### src/rtl/texture_tile_swizzle_convert_top_defines.svh
// assertion macros for the texture tile swizzle and convert block
// expects clk and arst_n in the scope of each use
`ifndef TEXTURE_TILE_SWIZZLE_CONVERT_TOP_DEFINES_SVH
`define TEXTURE_TILE_SWIZZLE_CONVERT_TOP_DEFINES_SVH
`ifndef SYNTHESIS
`define TSC_ASSERT_IMPLIES(label, ante, cons) \
	label: assert property (@(posedge clk) disable iff (!arst_n) (ante) |-> (cons)) \
		else $error("tsc: same-cycle check failed");
`define TSC_ASSERT_NEXT(label, ante, cons) \
	label: assert property (@(posedge clk) disable iff (!arst_n) (ante) |=> (cons)) \
		else $error("tsc: next-cycle check failed");
`else
`define TSC_ASSERT_IMPLIES(label, ante, cons)
`define TSC_ASSERT_NEXT(label, ante, cons)
`endif
`endif

### src/rtl/tsc_pkg.sv
// shared types, constants and pixel conversion for the tile swizzle block
// no dependencies
`timescale 1ns / 1ps

package tsc_pkg;

	localparam int MAX_WIDTH   = 1024;
	localparam int TILE_ROWS   = 4;
	localparam int COL_W       = $clog2(MAX_WIDTH);
	localparam int ROW_W       = $clog2(TILE_ROWS);
	localparam int ADDR_W      = COL_W + ROW_W;
	localparam int STORE_DEPTH = TILE_ROWS * MAX_WIDTH;
	localparam int WL_W        = 4;
	localparam int QDEPTH      = 2;
	localparam int QPTR_W      = $clog2(QDEPTH);
	localparam int STEP_W      = 4;

	localparam logic [WL_W-1:0] WL_MIN = WL_W'(3);
	localparam logic [WL_W-1:0] WL_MAX = WL_W'(COL_W);

	localparam logic REG_SOURCE_FORMAT = 1'b0;
	localparam logic REG_WIDTH_LOG2    = 1'b1;

	typedef enum logic [2:0] {
		FMT_RGB565   = 3'd0,
		FMT_RGBA4444 = 3'd1,
		FMT_RGBA5551 = 3'd2,
		FMT_LA88     = 3'd3,
		FMT_L8       = 3'd4,
		FMT_RGBA8888 = 3'd5,
		FMT_RGB888   = 3'd6
	} fmt_t;

	typedef struct packed {
		fmt_t             fmt;
		logic [COL_W-1:0] base;
	} tile_cmd_t;

	typedef struct packed {
		logic              en;
		logic [ADDR_W-1:0] addr;
		logic [31:0]       data;
	} store_wr_t;

	typedef struct packed {
		logic                         full;
		logic                         nonempty;
		logic [QDEPTH-1:0]            used;
		logic [QDEPTH-1:0][COL_W-1:0] base;
	} queue_stat_t;

	typedef struct packed {
		logic             busy;
		logic [COL_W-1:0] base;
	} back_stat_t;

	function automatic logic is_wide(input fmt_t fmt);
		return (fmt == FMT_RGBA8888) || (fmt == FMT_RGB888);
	endfunction

	function automatic logic [4:0] widen4(input logic [3:0] v);
		return {v, v[3]};
	endfunction

	function automatic logic [31:0] convert_pixel(input fmt_t fmt, input logic [31:0] p);
		logic [31:0] res;
		res = 32'd0;
		case (fmt)
			FMT_RGBA4444: begin
				if (p[3:0] == 4'hF)
					res = {16'd0, 1'b1, widen4(p[15:12]), widen4(p[11:8]), widen4(p[7:4])};
				else
					res = {16'd0, 1'b0, p[3:1], p[15:4]};
			end
			FMT_RGBA5551: begin
				res = p[0] ? {16'd0, 1'b1, p[15:1]} : 32'd0;
			end
			FMT_LA88:     res = {16'd0, p[7:0], p[15:8]};
			FMT_L8:       res = {24'd0, p[7:0]};
			FMT_RGBA8888: res = {p[7:0], p[31:8]};
			FMT_RGB888:   res = {8'hFF, p[7:0], p[23:16], p[15:8]};
			default:      res = {16'd0, p[15:0]};
		endcase
		return res;
	endfunction

endpackage

### src/rtl/tsc_queue.sv
// short command queue between front and back, exposes pending tile columns
// depends on tsc_pkg
`timescale 1ns / 1ps

module tsc_queue (
	input  logic                 clk,
	input  logic                 arst_n,
	input  logic                 push,
	input  tsc_pkg::tile_cmd_t   cmd_in,
	input  logic                 pop,
	output tsc_pkg::tile_cmd_t   cmd_out,
	output tsc_pkg::queue_stat_t stat
);

	tsc_pkg::tile_cmd_t         entry_q [tsc_pkg::QDEPTH];
	logic [tsc_pkg::QPTR_W-1:0] wr_ptr_q;
	logic [tsc_pkg::QPTR_W-1:0] rd_ptr_q;
	logic [tsc_pkg::QPTR_W:0]   count_q;
	logic [tsc_pkg::QPTR_W-1:0] offset;

	always_comb begin
		offset        = '0;
		stat.full     = (count_q == (tsc_pkg::QPTR_W+1)'(tsc_pkg::QDEPTH));
		stat.nonempty = (count_q != '0);
		for (int i = 0; i < tsc_pkg::QDEPTH; i++) begin
			offset = tsc_pkg::QPTR_W'(i) - rd_ptr_q;
			stat.used[i] = ({1'b0, offset} < count_q);
			stat.base[i] = entry_q[i].base;
		end
	end

	assign cmd_out = entry_q[rd_ptr_q];

	always_ff @(posedge clk) begin
		if (push)
			entry_q[wr_ptr_q] <= cmd_in;
	end

	always_ff @(posedge clk or negedge arst_n) begin
		if (!arst_n) begin
			wr_ptr_q <= '0;
			rd_ptr_q <= '0;
			count_q  <= '0;
		end else begin
			if (push)
				wr_ptr_q <= wr_ptr_q + tsc_pkg::QPTR_W'(1);
			if (pop)
				rd_ptr_q <= rd_ptr_q + tsc_pkg::QPTR_W'(1);
			if (push && !pop)
				count_q <= count_q + (tsc_pkg::QPTR_W+1)'(1);
			else if (pop && !push)
				count_q <= count_q - (tsc_pkg::QPTR_W+1)'(1);
		end
	end

endmodule

### config.mk
export PLATFORM = sky130hd
export DESIGN_NAME = tsc_queue
export DESIGN_NICKNAME = d
export VERILOG_FILES = /design/src/rtl/texture_tile_swizzle_convert_top_defines.svh /design/src/rtl/tsc_pkg.sv /design/src/rtl/tsc_queue.sv
export SDC_FILE = /design/constraint.sdc
export NUM_CORES = 1
export LEC_CHECK = 0
export BUFFER_PORTS_ARGS = -buffer_cell sky130_fd_sc_hd__buf_2
export CORE_MARGIN = 3
export CORE_UTILIZATION = 42
export DETAILED_ROUTE_END_ITERATION = 7
export PLACE_DENSITY = 0.81
export SLEW_MARGIN = 20
export SYNTH_ARGS = -nofsm -noshare
export SYNTH_HDL_FRONTEND = slang
export SYNTH_SLANG_ARGS = --single-unit
### constraint.sdc
create_clock -name clk -period 1.66 [get_ports clk]
set_clock_uncertainty 0.15 [all_clocks]
set_input_delay 0 -clock clk [delete_from_list [all_inputs] [get_ports clk]]
set_output_delay 0 -clock clk [all_outputs]
set_load 0.005 [all_outputs]
# Word-level counts from Yosys, hierarchy flattened
# Memory sizes are Yosys's and may differ from the RTL's.
# Cells that the tools add are included.
[word_totals]
mem_count = 1
regBits = 4
wordCells = 23
output_inout_bits = 37
ramBits = 26
[mem_list]
columns = ["name", "depth", "width", "read_ports", "rd_clocked_by_memory_dff", "write_ports", "line_no", "text"]
rows = [
  ["entry_q", 2, 13, 3, 0, 1, "tsc_queue.sv:15", "tsc_pkg::tile_cmd_t entry_q [tsc_pkg::QDEPTH];"],
]
[op_classes]
n_mux = 4
add_sub_neg = 6
n_reduce_logical = 6
n_eq_ne = 1
magnitude_cmp = 2
[ops]
columns = ["op", "n"]
rows = [
  ["< comparator 1 x 2 -> 1 bit", 2],
  ["2-to-1 mux 2 bit", 2],
  ["nonzero test 2 bit", 2],
  ["adder 1 bit, second input constant", 2],
  ["adder 2 x 1 -> 2 bit, second input constant", 1],
  ["equality test 2 bit, second input constant", 1],
  ["logical AND 1 bit", 2],
  ["zero test 1 bit", 2],
  ["2-to-1 mux 1 bit", 2],
  ["subtractor 1 bit, first input constant", 2],
  ["subtractor 2 x 1 -> 2 bit, second input constant", 1],
]

# Logic depth before layout (Yosys ltp)
[depth]
word_depth = 4
ltp_mapped = 5
mapped_depth_nobuf = 5

# Worst setup path before layout
# OpenSTA, ideal clock, no wires.
[synth_timing]
path_kind = "register to register"
from = "reg wr_ptr_q"
to = "mem entry_q[0][0] (netlist name), enable pin"
path_stages_with_launch = 2
required_ps = 1126
setup_ps = 384
setup_slack_ps = 119
n_path_buf = 0
arrival_time_ps = 1007
path_cell_list = "dfrtp_1 > nor2b_1"
[synth_rtl]
columns = ["element", "line_no", "text"]
rows = [
  ["start: declaration", "tsc_queue.sv:16", "logic [tsc_pkg::QPTR_W-1:0] wr_ptr_q;"],
  ["start signal: assignment", "tsc_queue.sv:46", "wr_ptr_q <= wr_ptr_q + tsc_pkg::QPTR_W'(1);"],
  ["end: declaration", "tsc_queue.sv:15", ""],
]
# No word-level cell before the write port.

==> key figures <==
Critical path
  • CP startpoint: rd_ptr_q
  • Critical-path cell list: buf_8 > mux2_2 > buf_2
  • RR Startpoint: wr_ptr_q
  • Slowest cell delay on critical path: 0.43 ns
  • CP max stage cell: dfrtp_1
  • Crit start category: register
  • Dominant delay contributor by cell family on the critical path: flip-flops
  • Worst EP required: between 1.5 and 2 ns
  • Setup CP Type: reg -> out
  • Worst setup EP type: output pin
  • FF-to-FF setup slack: 0.46 ns
  • WP data arrival: 1.42 ns
  • Worst Path Buf+Inv: 2
  • CP Max Fanout: 13

Logic synthesis
  • Top_reg_cell synth: edfxtp_1
  • Post-synth cell types: 17
  • Flops & latches, synth: 30
  • Syn_nets: 98
  • YS warnings: 0
  • Syn avg cell area: 16.8 um^2
  • EDFF count, synth: 26
  • Syn Inst Count: 80
  • Post-Syn Area: approximately 0.0013 mm^2
  • Sequential cell area fraction in the yosys report: 65.5%
  • Fraction of registers with async set/reset: 13.3%

STA
  • Final Hold Fails: 0
  • Fin crit share: around 94%
  • Setup_tns: 0 ns
  • Worst slew pin tran: 0.216 ns
  • Slew headroom: 85.6%
  • Final setup violation count: 0
  • Fmax: ~640 MHz
  • Final Max Tran Viols: 0
  • Crit path time final: between 1.5 and 2 ns
  • RSZ-0062 raised after global routing: false

Place
  • Post-DP Area: 0.00150 mm^2
  • Placer Congestion: 0.656
  • Port bufs: 53

Drt
  • Initial DRC count: 18
  • WL per Instance: 13.4 um
  • Vias: 796
  • Vias/cell: 4.40
  • First-pass DRT Iterations: 4
  • Final WL: about 2.4 mm
  • Residual DRC count: 0
  • Final ANT Viol Nets: 0

Global route
  • Overflow after GRT: 0
  • First-pass GRT wire length: 3.88 mm
  • Largest net degree at the start of global routing: 14
  • GRT Overall Usage: 13.1%
  • Initial antenna violation count: 0
  • Vias in the first global route: roughly 840

Die
  • Die X: about 63 um
  • Initial Utilization: 46.3%
  • # IOs: 54
  • Core box area: 0.00290 mm^2
  • Die area: 0.00391 mm^2
  • Die height: about 63 um
  • # rows: 19

Final layout
  • Sequential cell area: between 800 and 900 um^2
  • N_diodes: 0
  • Layout cell share with drive strength beyond 1: 55.4%
  • Multi-input logic area: 274 um^2
  • # fillers: 247
  • Finished Cell Area: ~0.0017 mm^2
  • Layout area overhead: 28.8%
  • Nets@finish: approximately 160
  • Final core occ: 59.7%

Power
  • Leak: 0.759 nW
  • VDD IR-drop max: 847 uV
  • PwrDens: between 1000 and 1500 mW/mm^2

CTS
  • Worst-Skew Late Latency: 0.31 ns
  • Root buffer cell: clkbuf_4
  • Htree depth: 2
  • Total CTS buffers: 5
  • CTS max path bufs: 2
  • TritonCTS clock tree: done
  • Num Clock Sinks: 30
  • Clk slew on worst S/H paths: 0.09 ns

Status
  • Run status: completed

Min path
  • Hold wc startpoint: cmd_in[6]
  • HP Class: in -> reg

Job
  • Max-Cap Viols: 0
repair_timing:
item	4_1_cts	5_1_grt
setup buffers	0	0
hold buffers	17	0
gates resized for setup	0	2
setup endpoints to repair	0	13
endpoints found under the hold margin	33	0
worst paths after layout:
kind                                       end  cells past startpoint
worst max-delay path               cmd_out[12]                      3
worst min-delay path             entry_q[1][6]                      2
worst max register to register  entry_q[0][11]                      2
worst min register to register        wr_ptr_q                      1
max in group asynchronous             wr_ptr_q                      3
min in group asynchronous           count_q[0]                      3
metrics by stage:
| step | worst slack [ns] | hold WS [ns] | total power, mW | cells |
|---|---|---|---|---|
| 2_1_floorplan | 0.119 | -0.446 | 1.78 | 80 |
| 3_3_place_gp | 0.401 | -0.342 | 1.96 | 156 |
| 3_5_place_dp | 0.364 | -0.336 | 2.00 | 156 |
| 4_1_cts | 0.00725 | 0.246 | 2.42 | 181 |
| 5_1_grt | 0.00133 | 0.251 | 2.55 | 181 |
| 6_report | 0.0922 | 0.259 | 2.40 | 181 |
synth_stat cells, types with 2 or more instances:
master	count	area, um^2
edfxtp_1	26	781
buf_4	20	150
mux2_4	7	105
mux2_2	6	67.6
dfrtp_1	4	100
xor2_1	4	35.0
inv_1	2	7.51
nor2b_1	2	12.5
cell families after synthesis:
logic type      share of synthesized area [%]
xor+xnor                                 3.26
fa+ha+maj                               0.931
compound gates                           1.21
simple gates                             2.14
mux                                      12.8
buf+inv                                  14.1
flops                                    65.5
registers in the layout (all words and copies together) (netlist names):
register  count
entry_q      26
count_q       2
rd_ptr_q      1
wr_ptr_q      1
layout by cell type, fill, tap and decap left out, types with 2 or more instances in the layout:
master         instances
mux2_2                 6
xor2_1                 4
buf_4                  2
edfxtp_1              26
inv_1                  2
dfrtp_1                4
clkbuf_4               5
mux2_4                 7
buf_2                 53
nor2b_1                2
dlygate4sd3_1         17
where the power goes:
| part | switching (mW) | internal [mW] | leakage (nW) |
|---|---|---|---|
| clock | 0.224 | 0.159 | 0.0297 |
| sequential | 0.113 | 1.02 | 0.291 |
| combinational | 0.365 | 0.520 | 0.439 |
| total | 0.701 | 1.70 | 0.759 |
cell type report:
cell class	count	share of cell area [%]
inverters	2	0.434
multi-input cells	26	15.8
well taps	42	3.04
flip-flops and latches	30	50.9
repair buffers	73	26.9
clock buffers	6	2.39
clock inverters	2	0.506
routing by layer:
metal  GRT usage, %  share of wire [%]  wire, um  vias to the layer above
li1               -                  -         -                      378
met5              0                  0         0                        -
met4           6.61                1.7        42                        0
met3           3.60                6.2       151                        4
met1           13.7                 37       905                      376
met2           23.8                 55      1330                       38
Power figures use the tool's default switching activity.
