**src/rtl/texture_tile_swizzle_convert_top_defines.svh**
```systemverilog
// assertion macros for the texture tile swizzle and convert block
// expects clk and arst_n in the scope of each use
`ifndef TEXTURE_TILE_SWIZZLE_CONVERT_TOP_DEFINES_SVH
`define TEXTURE_TILE_SWIZZLE_CONVERT_TOP_DEFINES_SVH
`ifndef SYNTHESIS
`define TSC_ASSERT_IMPLIES(label, ante, cons) \
	label: assert property (@(posedge clk) disable iff (!arst_n) (ante) |-> (cons)) \
		else $error("tsc: same-cycle check failed");
`define TSC_ASSERT_NEXT(label, ante, cons) \
	label: assert property (@(posedge clk) disable iff (!arst_n) (ante) |=> (cons)) \
		else $error("tsc: next-cycle check failed");
`else
`define TSC_ASSERT_IMPLIES(label, ante, cons)
`define TSC_ASSERT_NEXT(label, ante, cons)
`endif
`endif

```
**src/rtl/tsc_pkg.sv**
```systemverilog
// shared types, constants and pixel conversion for the tile swizzle block
// no dependencies
`timescale 1ns / 1ps

package tsc_pkg;

	localparam int MAX_WIDTH   = 1024;
	localparam int TILE_ROWS   = 4;
	localparam int COL_W       = $clog2(MAX_WIDTH);
	localparam int ROW_W       = $clog2(TILE_ROWS);
	localparam int ADDR_W      = COL_W + ROW_W;
	localparam int STORE_DEPTH = TILE_ROWS * MAX_WIDTH;
	localparam int WL_W        = 4;
	localparam int QDEPTH      = 2;
	localparam int QPTR_W      = $clog2(QDEPTH);
	localparam int STEP_W      = 4;

	localparam logic [WL_W-1:0] WL_MIN = WL_W'(3);
	localparam logic [WL_W-1:0] WL_MAX = WL_W'(COL_W);

	localparam logic REG_SOURCE_FORMAT = 1'b0;
	localparam logic REG_WIDTH_LOG2    = 1'b1;

	typedef enum logic [2:0] {
		FMT_RGB565   = 3'd0,
		FMT_RGBA4444 = 3'd1,
		FMT_RGBA5551 = 3'd2,
		FMT_LA88     = 3'd3,
		FMT_L8       = 3'd4,
		FMT_RGBA8888 = 3'd5,
		FMT_RGB888   = 3'd6
	} fmt_t;

	typedef struct packed {
		fmt_t             fmt;
		logic [COL_W-1:0] base;
	} tile_cmd_t;

	typedef struct packed {
		logic              en;
		logic [ADDR_W-1:0] addr;
		logic [31:0]       data;
	} store_wr_t;

	typedef struct packed {
		logic                         full;
		logic                         nonempty;
		logic [QDEPTH-1:0]            used;
		logic [QDEPTH-1:0][COL_W-1:0] base;
	} queue_stat_t;

	typedef struct packed {
		logic             busy;
		logic [COL_W-1:0] base;
	} back_stat_t;

	function automatic logic is_wide(input fmt_t fmt);
		return (fmt == FMT_RGBA8888) || (fmt == FMT_RGB888);
	endfunction

	function automatic logic [4:0] widen4(input logic [3:0] v);
		return {v, v[3]};
	endfunction

	function automatic logic [31:0] convert_pixel(input fmt_t fmt, input logic [31:0] p);
		logic [31:0] res;
		res = 32'd0;
		case (fmt)
			FMT_RGBA4444: begin
				if (p[3:0] == 4'hF)
					res = {16'd0, 1'b1, widen4(p[15:12]), widen4(p[11:8]), widen4(p[7:4])};
				else
					res = {16'd0, 1'b0, p[3:1], p[15:4]};
			end
			FMT_RGBA5551: begin
				res = p[0] ? {16'd0, 1'b1, p[15:1]} : 32'd0;
			end
			FMT_LA88:     res = {16'd0, p[7:0], p[15:8]};
			FMT_L8:       res = {24'd0, p[7:0]};
			FMT_RGBA8888: res = {p[7:0], p[31:8]};
			FMT_RGB888:   res = {8'hFF, p[7:0], p[23:16], p[15:8]};
			default:      res = {16'd0, p[15:0]};
		endcase
		return res;
	endfunction

endpackage

```
**src/rtl/tsc_front.sv**
```systemverilog
// front end: accepts pixels, converts them, tracks band position, issues tile commands
// depends on tsc_pkg
`timescale 1ns / 1ps

module tsc_front (
	input  logic                   clk,
	input  logic                   arst_n,
	input  tsc_pkg::fmt_t          source_format,
	input  logic [3:0]             width_log2,
	input  logic                   in_valid,
	output logic                   in_stall,
	input  logic [31:0]            pixel_word,
	input  tsc_pkg::queue_stat_t   q_stat,
	input  tsc_pkg::back_stat_t    b_stat,
	output tsc_pkg::store_wr_t     wr,
	output logic                   push,
	output tsc_pkg::tile_cmd_t     cmd
);

	logic [tsc_pkg::COL_W-1:0] col_q;
	logic [tsc_pkg::ROW_W-1:0] row_q;
	logic [tsc_pkg::WL_W-1:0]  eff_wl;
	logic [tsc_pkg::COL_W:0]   w_full;
	logic [tsc_pkg::COL_W:0]   w_last_full;
	logic [tsc_pkg::COL_W-1:0] col_last;
	logic [tsc_pkg::COL_W-1:0] col_eff;
	logic [tsc_pkg::COL_W-1:0] grp_mask;
	logic [tsc_pkg::COL_W-1:0] grp;
	logic                      tile_end;
	logic                      hit;
	logic                      accept;

	always_comb begin
		if (width_log2 < tsc_pkg::WL_MIN)
			eff_wl = tsc_pkg::WL_MIN;
		else if (width_log2 > tsc_pkg::WL_MAX)
			eff_wl = tsc_pkg::WL_MAX;
		else
			eff_wl = width_log2;
	end

	assign w_full      = (tsc_pkg::COL_W+1)'(1) << eff_wl;
	assign w_last_full = w_full - (tsc_pkg::COL_W+1)'(1);
	assign col_last    = w_last_full[tsc_pkg::COL_W-1:0];
	assign col_eff     = ({1'b0, col_q} >= w_full) ? '0 : col_q;

	assign grp_mask = (source_format == tsc_pkg::FMT_L8) ?
		~tsc_pkg::COL_W'(7) : ~tsc_pkg::COL_W'(3);
	assign grp      = col_eff & grp_mask;
	assign tile_end = (row_q == tsc_pkg::ROW_W'(tsc_pkg::TILE_ROWS - 1)) &&
		((col_eff | grp_mask) == '1);

	// a write may not land in a column group that a queued or active tile still reads
	always_comb begin
		hit = b_stat.busy && (b_stat.base == grp);
		for (int i = 0; i < tsc_pkg::QDEPTH; i++) begin
			if (q_stat.used[i] && (q_stat.base[i] == grp))
				hit = 1'b1;
		end
	end

	assign in_stall = hit || (tile_end && q_stat.full);
	assign accept   = in_valid && !in_stall;

	assign wr.en    = accept;
	assign wr.addr  = {row_q, col_eff};
	assign wr.data  = tsc_pkg::convert_pixel(source_format, pixel_word);
	assign push     = accept && tile_end;
	assign cmd.fmt  = source_format;
	assign cmd.base = grp;

	always_ff @(posedge clk or negedge arst_n) begin
		if (!arst_n) begin
			col_q <= '0;
			row_q <= '0;
		end else if (accept) begin
			if (col_eff == col_last) begin
				col_q <= '0;
				row_q <= row_q + tsc_pkg::ROW_W'(1);
			end else begin
				col_q <= col_eff + tsc_pkg::COL_W'(1);
			end
		end
	end

endmodule

```
**config.mk**
```make
export PLATFORM = sky130hd
export DESIGN_NAME = tsc_front
export DESIGN_NICKNAME = d
export VERILOG_FILES = /design/src/rtl/texture_tile_swizzle_convert_top_defines.svh /design/src/rtl/tsc_pkg.sv /design/src/rtl/tsc_front.sv
export SDC_FILE = /design/constraint.sdc
export NUM_CORES = 1
export LEC_CHECK = 0
export ABC_AREA = 0
export ABC_CLOCK_PERIOD_IN_PS = 3300
export BUFFER_PORTS_ARGS = -buffer_cell sky130_fd_sc_hd__clkbuf_2
export CORE_ASPECT_RATIO = 0.9
export CORE_UTILIZATION = 27
export DETAILED_ROUTE_END_ITERATION = 7
export SLEW_MARGIN = 30
export SYNTH_ARGS = -nofsm -noshare
export SYNTH_HDL_FRONTEND = slang
export SYNTH_SLANG_ARGS = --single-unit
```
**constraint.sdc**
```tcl
create_clock -name clk -period 3.3 [get_ports clk]
set_input_delay 0.165 -clock clk [delete_from_list [all_inputs] [get_ports clk]]
set_output_delay 0.165 -clock clk [all_outputs]
set_load 0.02 [all_outputs]
```
; ---- Yosys cells after proc, flatten, opt, wreduce, memory -nomap -nowiden
; Index checks and enable logic that the tools add are counted.
; Widths: inputs -> output; s select.
[totals]
register_bits = 12
latch_bits = 0
ramBits = 0
romBits = 0
input_bits = 77
word_cells = 44
n_memories = 0
[op_classes]
n_addsub = 3
mul = 0
n_div = 0
order_cmp = 3
eq_ne = 13
shifts = 1
muxes = 10
bitwise = 2
n_reduce_logical = 10
[ops]
columns = op, count
row1 = $pmux 32 s6, 1
row2 = $eq 10x10->1, 4
row3 = $mux 16, 2
row4 = $mux 10, 2
row5 = $ge 10x11->1, 1
row6 = $shl 1x4->11 const A, 1
row7 = $add 10x1->10 const B, 1
row8 = $and 10x10->10, 1
row9 = $eq 10x10->1 const B, 1
row10 = $or 10x10->10, 1
row11 = $sub 10x1->10 const B, 1
row12 = $eq 3x3->1 const B, 3
row13 = $mux 4, 2
row14 = $logic_and 1x1->1, 7
row15 = $eq 3x2->1 const B, 2
row16 = $eq 4x4->1 const B, 1
row17 = $gt 4x4->1 const B, 1
row18 = $lt 4x2->1 const B, 1
row19 = $eq 3x1->1 const B, 1
row20 = $mux 3, 1
row21 = $add 2x1->2 const B, 1
row22 = $eq 2x2->1 const B, 1
row23 = $mux 1, 2
row24 = $reduce_and 2->1, 1
row25 = other kinds (2), 2

; ---- Logic depth before layout (Yosys ltp)
[depth]
depth_word = 15
mapped_depth = 17

; ---- Least setup slack after synthesis
; OpenSTA, ideal clock, no wires.
[synth_path]
path_kind = input-to-reg
from = input width_log2[3]
to = register col_q[8] (netlist name)
arrival_time_ns = 3.584
path_slack_ns = -0.406
path_stages = 16
n_path_buf = 1
cell_sequence = buf_2 -> nor4b_1 -> inv_1 -> ha_1 -> a21oi_1 -> o221ai_2 -> a21oi_4 -> nor2_4 -> nor2_1 -> ha_1 -> nand2_1 -> a2111o_1 -> or3_1 -> nand2_1 -> nand3_1 -> a32o_1
[synth_lines]
columns = element, line
row1 = from (decl), tsc_front.sv:9  ; input logic [3:0] width_log2,
row2 = to (signal assigned), tsc_front.sv:81  ; col_q <= col_eff + tsc_pkg::COL_W'(1);
row3 = to (decl), tsc_front.sv:20  ; logic [tsc_pkg::COL_W-1:0] col_q;

; ---- Final worst setup path
[layout_path]
from = input width_log2[2]
to = output push
[layout_via]
elab_chain_len = 15
word_cells_on_any_way = 24
classes_between = order compare (3) / eq/ne (4) / shift (1) / mux (5) / bitwise (2) / reduce/logical (9)
[layout_lines]
columns = element, line
row1 = $gt 4x4->1, tsc_front.sv:36  ; else if (width_log2 > tsc_pkg::WL_MAX)
row2 = $mux 4, tsc_front.sv:36
row3 = $mux 4 *, tsc_front.sv:34  ; if (width_log2 < tsc_pkg::WL_MIN)
row4 = $shl 1x4->11 *, tsc_front.sv:42  ; assign w_full = (tsc_pkg::COL_W+1)'(1) << eff_wl;
row5 = $ge 10x11->1 *, tsc_front.sv:45  ; assign col_eff = ({1'b0, col_q} >= w_full) ? '0 : col_q;
row6 = $mux 10 *, tsc_front.sv:45
row7 = $and 10x10->10, tsc_front.sv:49  ; assign grp = col_eff & grp_mask;
row8 = "$eq 10x10->1, on equally long branches", "tsc_front.sv:55, tsc_front.sv:57"
row9 = "$logic_and 1x1->1, on equally long branches", "tsc_front.sv:55, tsc_front.sv:57"
row10 = $mux 1 (2 in series), tsc_front.sv:57  ; if (q_stat.used[i] && (q_stat.base[i] == grp))
row11 = $logic_or 1x1->1, tsc_front.sv:62  ; assign in_stall = hit || (tile_end && q_stat.full);
row12 = $logic_not 1->1, tsc_front.sv:63  ; assign accept = in_valid && !in_stall;
row13 = $logic_and 1x1->1, tsc_front.sv:63
row14 = $logic_and 1x1->1 *, tsc_front.sv:68  ; assign push = accept && tile_end;
row15 = to (decl), tsc_front.sv:16  ; output logic push,
; Mark *: on every way between the ends. The rest lies on a longest branch, timed or not.

==> flow_summary.toml <==
[global_route]
grt_max_degree = 34
grt_first_pass_wirelength_microns = 19800
grt_pass1_vias = 3876
antenna_found_initial = 0
grtUsageTotal = 0.203
gr-total-overflow = 0

[placed_design]
dp_cells = 748
io_buffers = 133
dp.final_hpwl_microns = 9820
dpl_cell_area_sq_mm = 0.00416
gp_congestion = 0.913

[synthesis]
synthArstFlopShare = 1.00
syn_inst = 461
synth_cell_type_count = 72
synth_top_flop_cell = "dfrtp_1"
syn_area_sq_mm = 0.00310
synth_top_area_frac = 0.0969
yosys-top-cells-area = "dfrtp_1 (9.7%), a21oi_1 (6.6%), nor2_1 (5.9%)"
post-synth-top-count-cell = "nor2_1"
yosysWarnings = 0
synth_edf_count = 0
yosysTopAreaCell = "dfrtp_1"
syn_avg_cell_area_sq_um = 6.72
synth_common_cells = "nor2_1 (49), a21oi_1 (41), inv_1 (33), nand2_1 (33), o21ai_0 (28)"
synth_seq_cells = 12
seq_area_frac_synth = 0.0969

[floorplan]
dieArea_sq_mm = 0.0119
start_util = 0.282
rows = 36
die_h_microns = 104
die_x_microns = 115
core_area_sq_mm = 0.0110
pin_count = 137

[pwr]
finalPower_uw = 1850
p_per_area_mw_per_mm2 = 427
combPwrFrac = 0.765
power.switching_uw = 958
ir_drop_mv = 0.188
sw_frac_of_total = 0.518
p_clk_frac = 0.119
p_leak_uw = 0.00203
internal_power_uw = 892
p_seq_frac = 0.116

[detailed_routing]
drtAntennaViolNets = 0
totalWireLength_microns = 12600
via_per_inst = 5.59
initialDrtViolationCount = 529
first_pass_iters = 8
drc = 4
wl_per_cell_microns = 16.7
vias = 4207

[critical_path]
crit_path_start_kind = "primary input"
critPathMaxFanout = 10
cp_data_required_time_ns = 3.13
end_kind = "output port"
r2r_cells = 14
worstPathArrival_ns = 2.99
crit_type = "in2out"

[cells_and_area]
nFillCells = 1151
utilization = 0.394
design_area_sq_mm = 0.00434
drive_gt1_frac = 0.364
area_growth_syn_to_layout_pct = 39.9
antenna_cells = 0
nNetsFinal = 693
final_cells = 753

[cts]
cts_tree = "done"
cts.sinks = 12
root_buffer = "clkbuf_16"
numCtsBuffers = 3
cts_buffer_depth = 2
clk_latency_ns = 0.24
htree_levels = 1
clk_pin_slew_ns = 0.04

[sta]
rsz0062_at_grt = "false"
period_minus_slack_ns = 3.15
whs_ns = 0.352
hold_violations = 0
maxSlewViolCount = 0
clock.fmax_mhz = 317
timing_worst_slew_pin_value_ns = 0.839
finalSetupViolCount = 0
finalCritPeriodShare = 0.955
max-slew-margin-rel = 0.436
finalClockSkew_ns = 0.00126

[min_path]
hold_class = "in2async"

[outcome]
status = "complete, but fails checks"
violations = "DRC"

[job]
maxCapViolCount = 0
-- worst max-delay path: stages --
cell and delay (ns):
clkbuf_4 0.17, nor4b_4 0.31, inv_1 0.07, ha_2 0.20
a211oi_4 0.34, o221ai_4 0.18, a21oi_4 0.20, buf_6 0.16
o21ai_1 0.11, a2111oi_4 0.42, a32oi_4 0.11, and2_4 0.20
and4_1 0.19, buf_4 0.16
-- registers in the layout, summed over array words and instances (netlist names) --
signal,flops
col_q,10
row_q,2
-- layout by cell type (no fill, tap or decap), types with 3 or more instances in the layout --
cell / n
a221oi_1: 5
o211ai_1: 6
o21ai_0: 27
o21ai_2: 4
nor3_1: 8
buf_4: 45
xnor2_1: 7
nand2_1: 31
mux2_2: 4
o21ai_1: 7
or3_1: 4
clkbuf_2: 129
nor2_1: 47
nand3_1: 17
conb_1: 7
a222oi_1: 8
ha_4: 3
nand4_1: 8
a31oi_1: 7
ha_1: 9
mux2i_1: 10
nor4_1: 6
o22ai_1: 7
dfrtp_1: 12
nor2b_1: 10
inv_1: 32
clkbuf_16: 3
a32o_1: 6
a21oi_1: 39
a22oi_1: 13
o21a_1: 7
and2_1: 4
o31ai_1: 3
-- per-layer routing --
layer	global-route usage	wire (microns)	vias up
met2	0.328	5870	208
met4	0.0353	170	0
met3	0.0252	935	17
li1	-	-	2001
met5	0	0	-
met1	0.288	5630	1981
-- repair_timing --
action / CTS / global route
resized for setup: 2 / 19
buffers inserted: 1 / 0
endpoints found under the hold margin: 12 / 0
setup endpoints to repair: 2 / 4
pin swaps: 1 / 7
hold buffers: 1 / 0
-- area by class of cell --
cell class                      count  area (sq um)  area share
Inverter                           33           124      0.0286
Tap cell                          152           190      0.0439
Timing Repair Buffer              179          1020       0.236
Sequential cell                    12           300      0.0693
Multi-Input combinational cell    374          2620       0.605
Clock buffer                        3          75.1      0.0173
-- cell families (layout without fill, tap and decap cells) --
logic type,count (synthesis),count (layout),share of synthesized area
XOR/XNOR,8,8,0.0226
flip-flops,12,12,0.0969
buffers and inverters,80,215,0.120
other,2,7,0.00242
multiplexers,15,15,0.0505
AND/OR/NAND/NOR,154,154,0.242
adder cells (fa/ha/maj),14,14,0.0557
AO/OA/AOI/OAI,176,176,0.410
-- power groups by stage --
| stage | logic (uW) | clock network, uW | registers, uW |
|---|---|---|---|
| 4_1_cts | 1370 | 225 | 215 |
| 2_1_floorplan | 882 | 0 | 208 |
| 3_5_place_dp | 1350 | 0 | 218 |
| 5_1_grt | 1530 | 232 | 219 |
| 6_report | 1420 | 220 | 215 |
| 3_3_place_gp | 1340 | 0 | 213 |
-- worst paths after layout --
| path | startpoint | end | slack [ns] |
|---|---|---|---|
| setup / recovery | width_log2[2] | push | 0.15 |
| hold / removal | arst_n | col_q[2] | 0.35 |
| setup reg to reg | col_q[8] | col_q[8] | 0.23 |
| hold reg to reg | row_q[0] | row_q[0] | 0.51 |
| max in group asynchronous | arst_n | col_q[6] | 2.70 |
| min in group clk | row_q[0] | row_q[0] | 0.51 |
-- stage by stage --
stage | setup slack, ns | TNS (ns)
after floorplan | 0.00803 | 0
after global placement | -0.0361 | -0.0575
after detailed placement | -0.161 | -0.766
after CTS | 0.0108 | 0
after global routing | 0.00618 | 0
final | 0.150 | 0
(Power assumes the default switching activity.)
